<file path="src/rtl/ccr_pkg.sv">
// Shared constants and types for the Chaikin curve rounds block.
package ccr_pkg;

	localparam int DEF_MAX_POINTS = 64;
	localparam int DEF_COORD_BITS = 24;
	localparam int DEF_MIN_KEEP   = 8;
	localparam int ROUNDS_BITS    = 4;

	localparam logic REG_MODE   = 1'b0;
	localparam logic REG_ROUNDS = 1'b1;

	localparam logic MODE_SUBDIV  = 1'b0;
	localparam logic MODE_REVERSE = 1'b1;

	typedef enum logic [3:0] {
		ST_LOAD,
		ST_ROUND,
		ST_READ,
		ST_LATCH,
		ST_HEAD,
		ST_WR_A,
		ST_WR_B,
		ST_TAIL,
		ST_EMIT_RD,
		ST_EMIT_LAT,
		ST_EMIT_OUT
	} state_t;

	typedef enum logic [1:0] {
		OP_SUB_A,
		OP_SUB_B,
		OP_REV
	} alu_op_t;

	typedef struct packed {
		logic wr_en;
		logic wr_sel;
		logic rd_sel;
	} mem_ctl_t;

endpackage

</file>
<file path="src/rtl/ccr_alu.sv">
// Shared 4-tap weighted sum with floor divide by four and saturation, x and y lanes.
module ccr_alu import ccr_pkg::*; #(
	parameter int COORD_BITS = DEF_COORD_BITS
) (
	input  alu_op_t                 op,
	input  logic [2*COORD_BITS-1:0] win [4],
	output logic [2*COORD_BITS-1:0] res,
	output logic                    sat
);

	localparam int C  = COORD_BITS;
	localparam int SW = COORD_BITS + 4;
	localparam logic [SW-1:0] HI = {{(SW-C+1){1'b0}}, {(C-1){1'b1}}};
	localparam logic [SW-1:0] LO = {{(SW-C+1){1'b1}}, {(C-1){1'b0}}};

	for (genvar l = 0; l < 2; l++) begin : g_lane
		logic signed [SW-1:0] a [4];
		logic signed [SW-1:0] t0, t1, t2, t3, sum, quo;
		logic [C-1:0]         lres;
		logic                 lsat;

		always_comb begin
			for (int i = 0; i < 4; i++) begin
				a[i] = {{(SW-C){win[i][l*C+C-1]}}, win[i][l*C +: C]};
			end
			t0 = '0;
			t1 = '0;
			t2 = a[2];
			t3 = a[3];
			unique case (op)
				OP_SUB_A: begin
					t2 = (a[2] <<< 1) + a[2];
				end
				OP_SUB_B: begin
					t3 = (a[3] <<< 1) + a[3];
				end
				OP_REV: begin
					t0 = -a[0];
					t1 = (a[1] <<< 1) + a[1];
					t2 = (a[2] <<< 1) + a[2];
					t3 = -a[3];
				end
				default: begin
					t2 = a[2];
				end
			endcase
			sum = t0 + t1 + t2 + t3;
			// arithmetic shift gives the floor
			quo = sum >>> 2;
			lsat = 1'b0;
			if (quo > $signed(HI)) begin
				lres = HI[C-1:0];
				lsat = 1'b1;
			end else if (quo < $signed(LO)) begin
				lres = LO[C-1:0];
				lsat = 1'b1;
			end else begin
				lres = quo[C-1:0];
			end
		end
	end

	assign res = {g_lane[1].lres, g_lane[0].lres};
	assign sat = g_lane[1].lsat | g_lane[0].lsat;

endmodule

</file>
<file path="src/rtl/ccr_ctrl.sv">
// Sequencer: load, per-round buffer walk through the shared ALU, and result emission.
module ccr_ctrl import ccr_pkg::*; #(
	parameter int MAX_POINTS = DEF_MAX_POINTS,
	parameter int COORD_BITS = DEF_COORD_BITS,
	parameter int MIN_KEEP   = DEF_MIN_KEEP
) (
	input  logic                          clk,
	input  logic                          arst_n,
	input  logic                          mode,
	input  logic [ROUNDS_BITS-1:0]        rounds,
	input  logic                          in_valid,
	output logic                          in_ready,
	input  logic signed [COORD_BITS-1:0]  x_coord,
	input  logic signed [COORD_BITS-1:0]  y_coord,
	input  logic                          is_final,
	output logic                          out_valid,
	input  logic                          out_ready,
	output logic signed [COORD_BITS-1:0]  out_x,
	output logic signed [COORD_BITS-1:0]  out_y,
	output logic                          end_of_run,
	output logic                          overflow_flag,
	output mem_ctl_t                      mem_ctl,
	output logic [$clog2(MAX_POINTS)-1:0] rd_addr,
	output logic [$clog2(MAX_POINTS)-1:0] wr_addr,
	output logic [2*COORD_BITS-1:0]       wr_data,
	input  logic [2*COORD_BITS-1:0]       rd_data
);

	localparam int AW = $clog2(MAX_POINTS);
	localparam int CW = $clog2(MAX_POINTS + 1);
	localparam int PW = 2 * COORD_BITS;

	state_t state_q, state_nxt;

	logic [CW-1:0]          n_q, k_q;
	logic [AW-1:0]          j_q;
	logic [ROUNDS_BITS-1:0] r_q;
	logic                   sticky_q, src_q;
	logic [PW-1:0]          win_q [4];

	logic [PW-1:0] alu_res;
	logic          alu_sat;
	alu_op_t       alu_op;

	logic full, too_big, at_min, last_rd, rounds_done, step_j, in_acc, out_acc;

	assign full        = (n_q == CW'(MAX_POINTS));
	assign too_big     = ({n_q, 1'b0} > (CW+1)'(MAX_POINTS));
	assign at_min      = (n_q <= CW'(MIN_KEEP));
	assign last_rd     = (CW'(j_q) == n_q - 1'b1);
	assign rounds_done = (r_q >= rounds);
	assign in_acc      = in_valid && in_ready;
	assign out_acc     = out_valid && out_ready;

	ccr_alu #(.COORD_BITS(COORD_BITS)) u_alu (
		.op  (alu_op),
		.win (win_q),
		.res (alu_res),
		.sat (alu_sat)
	);

	// next state
	always_comb begin
		state_nxt = state_q;
		unique case (state_q)
			ST_LOAD: begin
				if (in_valid && is_final) state_nxt = ST_ROUND;
			end
			ST_ROUND: begin
				if (rounds_done) begin
					state_nxt = ST_EMIT_RD;
				end else if (mode == MODE_SUBDIV) begin
					state_nxt = too_big ? ST_ROUND : ST_READ;
				end else begin
					state_nxt = at_min ? ST_EMIT_RD : ST_READ;
				end
			end
			ST_READ: state_nxt = ST_LATCH;
			ST_LATCH: begin
				if (j_q == '0) begin
					state_nxt = ST_HEAD;
				end else if (mode == MODE_SUBDIV) begin
					state_nxt = ST_WR_A;
				end else if (j_q[0] && j_q >= AW'(3)) begin
					state_nxt = ST_WR_A;
				end else begin
					state_nxt = last_rd ? ST_TAIL : ST_READ;
				end
			end
			ST_HEAD: state_nxt = last_rd ? ST_TAIL : ST_READ;
			ST_WR_A: begin
				if (mode == MODE_SUBDIV) state_nxt = ST_WR_B;
				else state_nxt = last_rd ? ST_TAIL : ST_READ;
			end
			ST_WR_B:     state_nxt = last_rd ? ST_TAIL : ST_READ;
			ST_TAIL:     state_nxt = ST_ROUND;
			ST_EMIT_RD:  state_nxt = ST_EMIT_LAT;
			ST_EMIT_LAT: state_nxt = ST_EMIT_OUT;
			ST_EMIT_OUT: begin
				if (out_ready) state_nxt = last_rd ? ST_LOAD : ST_EMIT_RD;
			end
			default: state_nxt = ST_LOAD;
		endcase
	end

	// outputs
	always_comb begin
		in_ready       = 1'b0;
		out_valid      = 1'b0;
		mem_ctl.wr_en  = 1'b0;
		mem_ctl.wr_sel = ~src_q;
		mem_ctl.rd_sel = src_q;
		wr_addr        = k_q[AW-1:0];
		wr_data        = alu_res;
		rd_addr        = j_q;
		alu_op         = OP_SUB_A;
		step_j         = 1'b0;
		unique case (state_q)
			ST_LOAD: begin
				in_ready       = 1'b1;
				mem_ctl.wr_en  = in_valid && !full;
				mem_ctl.wr_sel = src_q;
				wr_addr        = n_q[AW-1:0];
				wr_data        = {x_coord, y_coord};
			end
			ST_HEAD, ST_TAIL: begin
				mem_ctl.wr_en = 1'b1;
				wr_data       = win_q[3];
			end
			ST_WR_A: begin
				mem_ctl.wr_en = 1'b1;
				alu_op        = (mode == MODE_SUBDIV) ? OP_SUB_A : OP_REV;
			end
			ST_WR_B: begin
				mem_ctl.wr_en = 1'b1;
				alu_op        = OP_SUB_B;
			end
			ST_EMIT_OUT: begin
				out_valid = 1'b1;
			end
			default: begin
				in_ready = 1'b0;
			end
		endcase
		if (state_nxt == ST_READ && state_q != ST_ROUND && state_q != ST_READ) step_j = 1'b1;
	end

	always_ff @(posedge clk or negedge arst_n) begin
		if (!arst_n) begin
			state_q  <= ST_LOAD;
			n_q      <= '0;
			k_q      <= '0;
			j_q      <= '0;
			r_q      <= '0;
			sticky_q <= 1'b0;
			src_q    <= 1'b0;
		end else begin
			state_q <= state_nxt;
			unique case (state_q)
				ST_LOAD: begin
					if (in_acc) begin
						if (full) sticky_q <= 1'b1;
						else n_q <= n_q + 1'b1;
						r_q <= '0;
					end
				end
				ST_ROUND: begin
					j_q <= '0;
					k_q <= '0;
					// skip a subdivide round that would not fit
					if (!rounds_done && mode == MODE_SUBDIV && too_big) begin
						sticky_q <= 1'b1;
						r_q      <= r_q + 1'b1;
					end
				end
				ST_HEAD: begin
					k_q <= k_q + 1'b1;
				end
				ST_WR_A, ST_WR_B: begin
					k_q <= k_q + 1'b1;
					if (alu_sat) sticky_q <= 1'b1;
				end
				ST_TAIL: begin
					// new polyline lives in the other buffer now
					n_q   <= k_q + 1'b1;
					src_q <= ~src_q;
					r_q   <= r_q + 1'b1;
				end
				ST_EMIT_OUT: begin
					if (out_acc) begin
						if (last_rd) begin
							n_q      <= '0;
							sticky_q <= 1'b0;
						end else begin
							j_q <= j_q + 1'b1;
						end
					end
				end
				default: begin
					sticky_q <= sticky_q;
				end
			endcase
			if (step_j) j_q <= j_q + 1'b1;
		end
	end

	// sliding window over the source buffer
	always_ff @(posedge clk) begin
		if (state_q == ST_LATCH) begin
			win_q[0] <= win_q[1];
			win_q[1] <= win_q[2];
			win_q[2] <= win_q[3];
			win_q[3] <= rd_data;
		end
		if (state_q == ST_EMIT_LAT) begin
			out_x         <= rd_data[PW-1:COORD_BITS];
			out_y         <= rd_data[COORD_BITS-1:0];
			end_of_run    <= last_rd;
			overflow_flag <= sticky_q;
		end
	end

endmodule

</file>
<file path="config.mk">
export PLATFORM = sky130hd
export DESIGN_NAME = ccr_ctrl
export DESIGN_NICKNAME = d
export VERILOG_FILES = /design/src/rtl/ccr_pkg.sv /design/src/rtl/ccr_alu.sv /design/src/rtl/ccr_ctrl.sv
export SDC_FILE = /design/constraint.sdc
export NUM_CORES = 1
export LEC_CHECK = 0
export ABC_AREA = 1
export BUFFER_PORTS_ARGS = -buffer_cell sky130_fd_sc_hd__buf_4
export CORE_ASPECT_RATIO = 0.5
export CORE_UTILIZATION = 40
export CTS_CLUSTER_DIAMETER = 200
export DETAILED_ROUTE_END_ITERATION = 8
export GPL_TIMING_DRIVEN = 1
export SLEW_MARGIN = 20
export SYNTH_ARGS = -nofsm -noshare
export SYNTH_HDL_FRONTEND = slang
export SYNTH_HIERARCHICAL = 1
export SYNTH_SLANG_ARGS = --single-unit
</file>
<file path="constraint.sdc">
create_clock -name clk -period 11.07 [get_ports clk]
set_input_delay 2.214 -clock clk [delete_from_list [all_inputs] [get_ports clk]]
set_output_delay 2.214 -clock clk [all_outputs]
set_load 0.05 [all_outputs]
</file>
==> reports/metrics.cfg <==
[run_status]
run_status = complete, no violations

[clock_tree]
path_clk_slew_ns = 0.06
clock_sinks = 272
ctsLongestPathBuffers = 3
cts_resized = 0
worstSkewPairLatency_ns = 0.62
cts_made_buffers = 30
cts_hold_buf = 0
cts_tree = yes
cts_setup_buffers = 0
clockRootBuffer = clkbuf_16
h-tree-depth = 1

[drt]
drc = 0
vias = 27961
routed_via_density = 5.540
first_pass_iters = 5
final_antenna_net_count = 0
drt-initial-drc-count = 3507
wl_um = 102300
wl_per_cell_um = 20.27

[critical_path]
arrival_ns = 7.81
crit_required_ns = 8.86
path_class = input pin to primary output
r2r_cells = 27
start_kind = input pin
critPathMaxFanout = 44
critPathCaptureType = primary output
regToRegEndpoint = sticky_q
reg2reg_slack_ns = 3.94
crit_path_top_delay_cell = fa_1
slowest_delay_ns = 0.62
r2r_start = state_q[3]
crit_top_cell = inv_1

[grt]
grt_pass1_vias = 25263
grt_remaining_overflow = 0
antenna_found_initial = 5
track_usage = 0.2761
grt_max_degree = 146
grt_pass1_wl_um = 152500

[placed_design]
post-dp-hpwl_um = 83100
place_ws_ns = 1.214
place.gp.congestion = 1.046
portBuffers = 220

[sta]
fin_worst_skew_ns = 0.01542
timing.final.crit_share = 0.9055
rsz0062_at_grt = no
finalSetupViolCount = 0
max_slew_margin = 0.3396
tns_ns = 0
slew_viol_final = 0
hold_viol_final = 0
fmax_mhz = 99.76
worst_pin_slew_ns = 0.9815
fin_crit_ns = 10.02
fin_ws_ns = 1.046

[synthesis]
yosysTopAreaCell = edfxtp_1
synth_nets = 4355
postSynthCellCount = 3885
syn-cell-area_um2 = 28540
syn_area_per_cell_um2 = 7.346
ys_types = 59
ys_seq_elements = 272
synth_top_area_frac = 0.2546
synthFlopType = edfxtp_1
seq_area_frac_synth = 0.2810
synth-edff-count = 242
yosys_warnings = 6
synth_area_leaders = edfxtp_1 (25%), nand2_1 (12%), ha_1 (11%)
async_flop_share = 0.1103

[cells_and_area]
fillers = 7117
final_nets = 4547
drive_gt1_frac = 0.09878
syn_to_final_growth_pct = 13.01

[hold_path]
hp-class = flip-flop to flip-flop
hold_end = overflow_flag
hp-start = sticky_q
min_path_cells = 0

[die]
coreArea_um2 = 69770
io_pins = 221
dieArea_um2 = 72480
start_util = 0.4090
fp.dieW_um = 379.7
die_h_um = 190.9
core.rowCount = 68

[run]
maxCapViolations = 0

per-layer routing:
layer	GRT usage	vias to the layer above	share of wire
li1	-	13387	-
met1	0.4515	13266	0.50
met2	0.3459	1227	0.36
met3	0.08418	81	0.13
met4	0.03505	0	0.011
met5	0	-	0
how the worst max path moves through the flow:
| stage | start | endpoint | slack [ns] |
|---|---|---|---|
| after floorplan | state_q[3] | rd_addr[2] | 1.07 |
| after CTS | mode | wr_data[46] | 1.19 |
| final | mode | wr_data[14] | 1.05 |
| after global placement | mode | wr_data[14] | 1.29 |
| after global routing | mode | wr_data[14] | 0.71 |
| after detailed placement | mode | wr_data[46] | 1.21 |
registers in the layout, summed over array words and instances (netlist names), 4 cells and up:
name / cells
k_q: 7
out_x: 24
win_q: 192
state_q: 4
out_y: 24
rd_addr: 6
n_q: 7
r_q: 4
synth_stat cells (all sizes together) (7+ instances only):
cell type and n:
edfxtp 242, clkbuf 34, nor2 315, nand3 341, o21a 7, nor4 12, a21oi 321, dfrtp 30
a211oi 10, o22ai 13, xor2 64, a21o 24, buf 41, nor3 53, nand2 935, ha 250
fa 114, o21ai 310, o21bai 23, a31oi 20, nand3b 10, or2 37, o211ai 11, inv 559
xnor2 23, nand4 47
worst max-delay path, delay by kind of cell:
family / cells / cell delay, ns
buffers and inverters: 7 / 1.20
AO/OA/AOI/OAI: 4 / 0.94
AND/OR/NAND/NOR: 10 / 1.56
adder cells (fa/ha/maj): 4 / 1.86
cell type report:
type                       count  area, um^2  share of cell area
clock buffer                  35       790.8             0.02452
inverter                     560        2102             0.06518
multi-input combinational   2978       18110              0.5615
sequential                   272        8018              0.2486
timing repair buffer         235        1777             0.05509
clock inverter                20       269.0            0.008341
antenna                        2       5.005           0.0001552
tap                          945        1182             0.03666
placed cells by master, fill, tap and decap left out, types with 35 or more instances in the layout:
cell      synthesis  final
nand2_1         911    910
ha_1            250    248
o21ai_0         291    291
xor2_1           64     64
buf_4             3    234
nor3_1           52     52
nand3_1         330    330
or2_2            35     35
fa_1            114    114
edfxtp_1        242    242
nand4_1          47     47
nor2_1          289    286
inv_1           549    548
a21oi_1         320    319
cells by family after synthesis:
group,Yosys count,share of synthesized area
AND/OR/NAND/NOR,1754,0.2677
buffers and inverters,635,0.08615
AO/OA/AOI/OAI,773,0.1489
XOR/XNOR,87,0.02670
adder cells (fa/ha/maj),364,0.1896
flip-flops,272,0.2810
per-stage QoR:
stage / area [um^2] / instances / hold WS, ns / utilization
2_1_floorplan: 28540 / 3885 / 0.4253 / -
3_3_place_gp: 31180 / 4990 / 0.4442 / 0.4469
3_5_place_dp: 31180 / 4990 / 0.4418 / 0.4469
4_1_cts: 32240 / 5045 / 0.4581 / 0.4621
5_1_grt: 32250 / 5045 / 0.4703 / 0.4622
6_report: 32250 / 5047 / 0.4525 / 0.4623
Power is not shown: default switching activity piles up to over one toggle a cycle in this logic, so the estimate is an artifact.
